--- src/pli_pkg.sv ---
// ----------------------------------------------------------------------------
// pli_pkg
// Shared types, widths and codes for the piecewise linear interpolator.
// ----------------------------------------------------------------------------
package pli_pkg;

	localparam int MOM_W  = 24;            // breakpoint / query momentum
	localparam int EFF_W  = 17;            // Q1.16 efficiency
	localparam int QUO_W  = EFF_W;         // quotient magnitude never exceeds 1.0
	localparam int PROD_W = EFF_W + MOM_W; // |delta eff| * (q - x_lo)

	localparam int POINTS_DEF = 30;
	localparam int CURVES_DEF = 4;

	localparam logic [EFF_W-1:0] EFF_ONE = EFF_W'(65536);

	localparam logic CMD_LOAD  = 1'b0;
	localparam logic CMD_QUERY = 1'b1;

	typedef enum logic [1:0] {
		REG_BELOW  = 2'd0,
		REG_INTERP = 2'd1,
		REG_ABOVE  = 2'd2
	} region_t;

	typedef enum logic [3:0] {
		S_IDLE,
		S_LAST_RD,
		S_LAST_CHK,
		S_FIRST_RD,
		S_FIRST_CHK,
		S_SCAN_RD,
		S_SCAN_CHK,
		S_MUL,
		S_DIV,
		S_OUT
	} state_t;

	typedef struct packed {
		logic             cmd;
		logic [1:0]       particle;
		logic [4:0]       point_index;
		logic [MOM_W-1:0] point_momentum;
		logic [EFF_W-1:0] point_efficiency;
		logic [MOM_W-1:0] query_momentum;
	} req_t;

	typedef struct packed {
		logic [EFF_W-1:0] efficiency;
		region_t          region;
	} rsp_t;

	typedef struct packed {
		logic [MOM_W-1:0] mom;
		logic [EFF_W-1:0] eff;
	} entry_t;

endpackage

--- src/pli_div.sv ---
// ----------------------------------------------------------------------------
// pli_div
// Restoring divider, one quotient bit per cycle. Caller guarantees
// dividend < divisor << QUO_W, so only QUO_W steps are needed.
// ----------------------------------------------------------------------------
module pli_div
	import pli_pkg::*;
(
	input  logic              clk,
	input  logic              arst_n,
	input  logic              start,
	input  logic [PROD_W-1:0] dividend,
	input  logic [MOM_W-1:0]  divisor,
	output logic              done,
	output logic [QUO_W-1:0]  quotient
);

	localparam int CW = $clog2(QUO_W + 1);

	logic             busy_q;
	logic             done_q;
	logic [CW-1:0]    cnt_q;
	logic [MOM_W-1:0] rem_q;
	logic [QUO_W-1:0] dvd_q;
	logic [QUO_W-1:0] quo_q;
	logic [MOM_W-1:0] den_q;

	logic [MOM_W:0] trial;
	logic [MOM_W:0] diff;
	logic           qbit;

	assign trial = {rem_q, dvd_q[QUO_W-1]};
	assign diff  = trial - {1'b0, den_q};
	assign qbit  = (trial >= {1'b0, den_q});

	always_ff @(posedge clk or negedge arst_n) begin
		if (!arst_n) begin
			busy_q <= 1'b0;
			done_q <= 1'b0;
			cnt_q  <= '0;
		end else if (start) begin
			busy_q <= 1'b1;
			done_q <= 1'b0;
			cnt_q  <= CW'(QUO_W);
		end else if (busy_q) begin
			cnt_q  <= cnt_q - CW'(1);
			busy_q <= (cnt_q != CW'(1));
			done_q <= (cnt_q == CW'(1));
		end else begin
			done_q <= 1'b0;
		end
	end

	always_ff @(posedge clk) begin
		if (start) begin
			rem_q <= dividend[PROD_W-1:QUO_W];
			dvd_q <= dividend[QUO_W-1:0];
			den_q <= divisor;
		end else if (busy_q) begin
			rem_q <= qbit ? diff[MOM_W-1:0] : trial[MOM_W-1:0];
			dvd_q <= {dvd_q[QUO_W-2:0], 1'b0};
			quo_q <= {quo_q[QUO_W-2:0], qbit};
		end
	end

	assign done     = done_q;
	assign quotient = quo_q;

	a_done_after_busy: assert property (@(posedge clk) disable iff (!arst_n)
		done_q |-> $past(busy_q))
		else $error("divider done without a running division");

	a_no_restart: assert property (@(posedge clk) disable iff (!arst_n)
		busy_q && cnt_q != CW'(1) |=> busy_q || start)
		else $error("divider stopped early");

	a_rem_bound: assert property (@(posedge clk) disable iff (!arst_n)
		busy_q && !$past(start) |-> rem_q < den_q)
		else $error("partial remainder not below divisor");

endmodule

--- config.mk ---
export PLATFORM = sky130hd
export DESIGN_NAME = pli_div
export DESIGN_NICKNAME = d
export VERILOG_FILES = /design/src/pli_pkg.sv /design/src/pli_div.sv
export SDC_FILE = /design/constraint.sdc
export NUM_CORES = 1
export LEC_CHECK = 0
export BUFFER_PORTS_ARGS = -buffer_cell sky130_fd_sc_hd__buf_4
export CORE_MARGIN = 3
export CORE_UTILIZATION = 60
export CTS_CLUSTER_DIAMETER = 200
export DETAILED_ROUTE_END_ITERATION = 10
export GPL_TIMING_DRIVEN = 0
export PLACE_DENSITY = 0.83
export SKIP_CTS_REPAIR_TIMING = 1
export SLEW_MARGIN = 20
export SYNTH_ARGS = -nofsm -noshare
export SYNTH_HDL_FRONTEND = slang
export SYNTH_SLANG_ARGS = --single-unit
--- constraint.sdc ---
create_clock -name clk -period 6.1 [get_ports clk]
set_input_delay 1.22 -clock clk [delete_from_list [all_inputs] [get_ports clk]]
set_output_delay 1.22 -clock clk [all_outputs]
set_load 0.005 [all_outputs]
# ---- After elaboration in Yosys (flattened, before gate mapping)
# Index checks and enable logic that the tools add are counted.
dict set report classes {
  n_addsub 2
  magnitude_cmp 1
  n_eq_ne 2
  muxes 11
  n_bitwise 1
  reduce_logical 2
}
# op count
set ops {}
lappend ops {{24-bit two-way mux} 3}
lappend ops {{17-bit two-way mux} 2}
lappend ops {{25-bit by 24-bit greater-or-equal comparator with 1-bit output} 1}
lappend ops {{24-bit subtractor} 1}
lappend ops {{5-bit two-way mux} 2}
lappend ops {{5-bit by 1-bit equality test with 1-bit output, second input constant} 1}
lappend ops {{5-bit by 1-bit != test with 1-bit output, second input constant} 1}
lappend ops {{5-bit by 1-bit subtractor with 5-bit output, second input constant} 1}
lappend ops {{1-bit two-way mux} 4}
lappend ops {{2-bit AND reduction} 1}
lappend ops {{2-bit nonzero test} 1}
lappend ops {{1-bit inverter} 1}
dict set report totals {
  regBits 89
  output_inout_bits 18
  elab_cells 26
}

# ---- Logic depth before layout (Yosys ltp)
dict set report depth {
  word_depth 4
  ltp_mapped 14
  ltp_nobuf 12
}

# ---- Worst setup path after synthesis
# No wires, ideal clock.
dict set report synth_timing {
  path_kind {flip-flop to flip-flop}
  start {register dvd_q[16]}
  end {register rem_q[16] (data pin)}
  arrival_time_ns 2.700
  t_required_ns 5.840
  slack_ns 3.141
  path_stages_with_launch 13
  n_path_buf 0
  path_cell_list {edfxtp_1 -> inv_1 -> ha_1 -> inv_1 -> fa_1 -> a21o_1 -> a221oi_2 -> o211ai_2 -> a41oi_1 -> o21ai_0 -> xor2_1 -> mux2_4 -> mux2_2}
}
dict set report synth_via {
  elab_chain_cells 4
}
# element line_no
set synth_rtl {}
lappend synth_rtl {{start: declaration} pli_div.sv:24} ;# logic [QUO_W-1:0] dvd_q;
lappend synth_rtl {{start signal: assignment} pli_div.sv:57} ;# dvd_q <= dividend[QUO_W-1:0];
lappend synth_rtl {{start signal: assignment} pli_div.sv:61} ;# dvd_q <= {dvd_q[QUO_W-2:0], 1'b0};
lappend synth_rtl {{24-bit subtractor or 25-bit by 24-bit greater-or-equal comparator with 1-bit output (tied branches)} {pli_div.sv:33, pli_div.sv:34}}
lappend synth_rtl {{24-bit two-way mux (*)} pli_div.sv:60} ;# rem_q <= qbit ? diff[MOM_W-1:0] : trial[MOM_W-1:0];
lappend synth_rtl {{24-bit two-way mux (*)} pli_div.sv:59} ;# end else if (busy_q) begin
lappend synth_rtl {{24-bit two-way mux (*)} pli_div.sv:55} ;# if (start) begin
lappend synth_rtl {{end signal: assignment} pli_div.sv:56} ;# rem_q <= dividend[PROD_W-1:QUO_W];
lappend synth_rtl {{end signal: assignment} pli_div.sv:60}
lappend synth_rtl {{end: declaration} pli_div.sv:23} ;# logic [MOM_W-1:0] rem_q;
# Every way passes the cells marked *; elsewhere a longest branch is shown, timed or not. The select of a mux whose other input is x is not followed.
# A chain may end at the register's enable or synchronous reset.

# ---- Final worst setup path
dict set report layout_timing {
  start {register dvd_q[16]}
  end {register rem_q[22] (data pin)}
}
# Same word-level chain as after synthesis.

==> metrics.cfg <==
[outcome]
outcome=finished, final reports clean

[worst_setup_path]
cp_common_cell=inv_1
rr_startpoint=dvd_q[16]$_DFFE_PP_
worstSetupPathType=reg2reg
crit_slowest_cell=fa_1
r2r_slack_ps=2750
critPathMaxStageDelay_ps=410
rr_endpoint=rem_q[22]$_DFFE_PP_
critPathMaxFanout=4
ff2ff_path_depth=12
crit_path_end_kind=register
cp_data_required_time_ps=6260
setup.worst_path.start=dvd_q[16]$_DFFE_PP_
path_cells=inv_1 > ha_1 > inv_1 > fa_1 > a21o_1 > a221oi_2 > o211ai_2 > a41o_1 > a31oi_1 > o21ai_0 > and4b_1 > nor3b_1
worstPathArrival_ps=3520
cp-start-kind=register

[timing]
fin_crit_sh_pct=55.0
max-slew-margin-rel_pct=32.7
slew_viol_final=0
maxClockFrequency_ghz=0.298
rsz0062_at_grt=false
whs_ps=457
period_needed_ps=3350
finClkSkew_ps=11.0
setup_violations=0
tightestPinTransition_ps=1010
hold_violations=0
finalSetupTns_ps=0

[drt]
drtIter0Drc=219
drt_wl_total_um=9770
vias=3371
drtAntennaViolNets=0
viasPerCell=5.63
drc=0
dr.pass1.iters=4
routedWlPerCell_um=16.3

[layout]
drive_gt1_share_pct=31.0
fin_nets=587
layout_common_cells=85 x buf_4, 82 x edfxtp_1, 33 x mux2_2
synthToLayoutAreaGrowth_pct=19.2
layout_commonest_cell=buf_4
diodes=0
final_util_pct=74.6

[synth]
ys_ff_latch=89
synthCells=396
synth-warning-count=0
ys_types=55
synthArstFlopShare_pct=7.87
synth_edf_count=82
yosysSeqAreaShare_pct=54.0
synth_ff_type=edfxtp_1
avgSynthCellArea_um2=12.3
synth_area_mm2=0.00488
postSynthNetCount=491

[hold_path]
hold_end=quotient[6]$_DFFE_PP_
hp-class=reg2reg
min-delay-start=quotient[5]$_DFFE_PP_
holdPathStages=0

[floorplanning]
std_cell_rows=32
chipHeight_um=96.2
io_pins=86
start_util_pct=62.5
die_w_um=96.2
die-area_mm2=0.00926
core_mm2=0.00781

[power]
intPower_mw=1.68
peakVddDrop_v=0.000187
power_leakage_nw=2.47
net-switching-power_uw=940
p_comb_share_pct=49.2
power.share.switching_pct=35.9
seqPwrFrac_pct=37.1
pwr-share-clk_pct=13.7
p_per_area_mw_per_mm2=449
power_mw=2.61

[job]
maxCapViolCount=0

[clocking]
clk_latency_ps=350
h-tree-depth=3
root_buffer=clkbuf_8
clockBufferDepth=2
cts.sink_count=89
clk_pin_slew_ps=90
tritoncts=done
cts_buffers=9

[placement]
dp_hpwl_um=7140
gp_congestion=0.895
io_buffer_count=85

[global_route]
grt_pass1_wl_um=15700
grt-ovfl-total=0
antenna_found_initial=0
grt_start_max_net_pins=42
track_usage_pct=22.4
grt_pass1_vias=3344

-- final cells by class --
| cell class | count | area [µm²] |
|---|---|---|
| well taps | 102 | 128 |
| inverters | 30 | 113 |
| clock inverters | 6 | 42.5 |
| flip-flops and latches | 89 | 2640 |
| plain buffers | 14 | 62.6 |
| multi-input cells | 263 | 2070 |
| repair buffers | 85 | 638 |
| clock buffers | 10 | 128 |
| fillers | 534 | 1990 |
-- stage by stage --
stage | worst slack, ps | cells | cell area, µm²
after floorplan | 3140 | 396 | 4880
after global placement | 2420 | 583 | 5650
after detailed placement | 2390 | 583 | 5650
after CTS | 2770 | 599 | 5820
after global routing | 2560 | 599 | 5820
final | 2750 | 599 | 5820
-- metal layers --
layer,GRT usage (%),routed length [µm],part of all wire (%),vias to the layer above
met3,4.69,601,6.2,19
met5,0,0,0,-
li1,-,-,-,1656
met4,8.18,181,1.9,0
met2,36.9,4760,49,108
met1,29.2,4230,43,1588
-- flip-flops by register name (all words and copies together), names as in the netlist --
signal / flops
dvd_q: 17
den_q: 24
done: 1
cnt_q: 5
busy_q: 1
quotient: 17
rem_q: 24
-- how the worst max path moves through the flow --
| stage | to | slack [ps] | cells after the start |
|---|---|---|---|
| finish | rem_q[22]$_DFFE_PP_ | 2750 | 12 |
| floorplan | rem_q[16]$_DFFE_PP_ | 3140 | 12 |
| global route | rem_q[12]$_DFFE_PP_ | 2560 | 4 |
| detailed placement | rem_q[16]$_DFFE_PP_ | 2390 | 4 |
| CTS | rem_q[12]$_DFFE_PP_ | 2770 | 4 |
| global placement | rem_q[16]$_DFFE_PP_ | 2420 | 4 |
-- power groups by stage --
stage / sequential (mW) / clock, mW / combinational, mW
floorplan: 0.956 / 0 / 1.00
global placement: 0.973 / 0 / 1.24
detailed placement: 0.981 / 0 / 1.27
CTS: 0.970 / 0.368 / 1.28
global route: 0.988 / 0.389 / 1.43
finish: 0.970 / 0.358 / 1.29
-- Yosys cell counts (all sizes together) (2+ instances only) --
cell type,number,area share (%)
a21oi,30,3.1
ha,26,6.7
a21boi,5,0.85
a21o,8,1.2
or3,3,0.38
nor4,2,0.26
xor2,7,1.3
nor2b,10,1.3
clkbuf,8,0.62
o31a,2,0.36
mux2,41,10
mux2i,3,0.62
nand2,19,1.5
a31oi,2,0.26
a22oi,2,0.31
a211oi,2,0.31
dfrtp,7,3.6
o31ai,3,0.46
nand2b,6,0.77
o21ai,17,1.7
buf,6,0.67
nand3,3,0.31
nor3,4,0.41
nand4,3,0.38
and3,7,0.90
o211ai,3,0.67
edfxtp,82,50
and2,4,0.51
xnor2,15,2.7
a221oi,2,0.49
nor3b,3,0.46
nor2,16,1.4
inv,30,2.3
o21a,3,0.46
-- critical path, delay by kind of cell, from the launching register on --
family / cells / cell delay, ps
buffers and inverters: 2 / 130
DFF: 1 / 360
adders and majority gates: 2 / 570
and+or+nand+nor: 2 / 520
AOI/OAI and AO/OA: 6 / 1570
-- cell families (layout without fill, tap and decap cells) --
logic type	Yosys count	count (layout)	share of synthesized area (%)
muxes	44	44	10.7
adders and majority gates	27	27	7.07
DFF	89	89	54.0
AOI/OAI and AO/OA	86	86	11.5
buffers and inverters	44	145	3.59
xor gates and xnor gates	22	22	3.95
and+or+nand+nor	84	84	9.23
No activity file was read; power rests on OpenSTA's default activity.
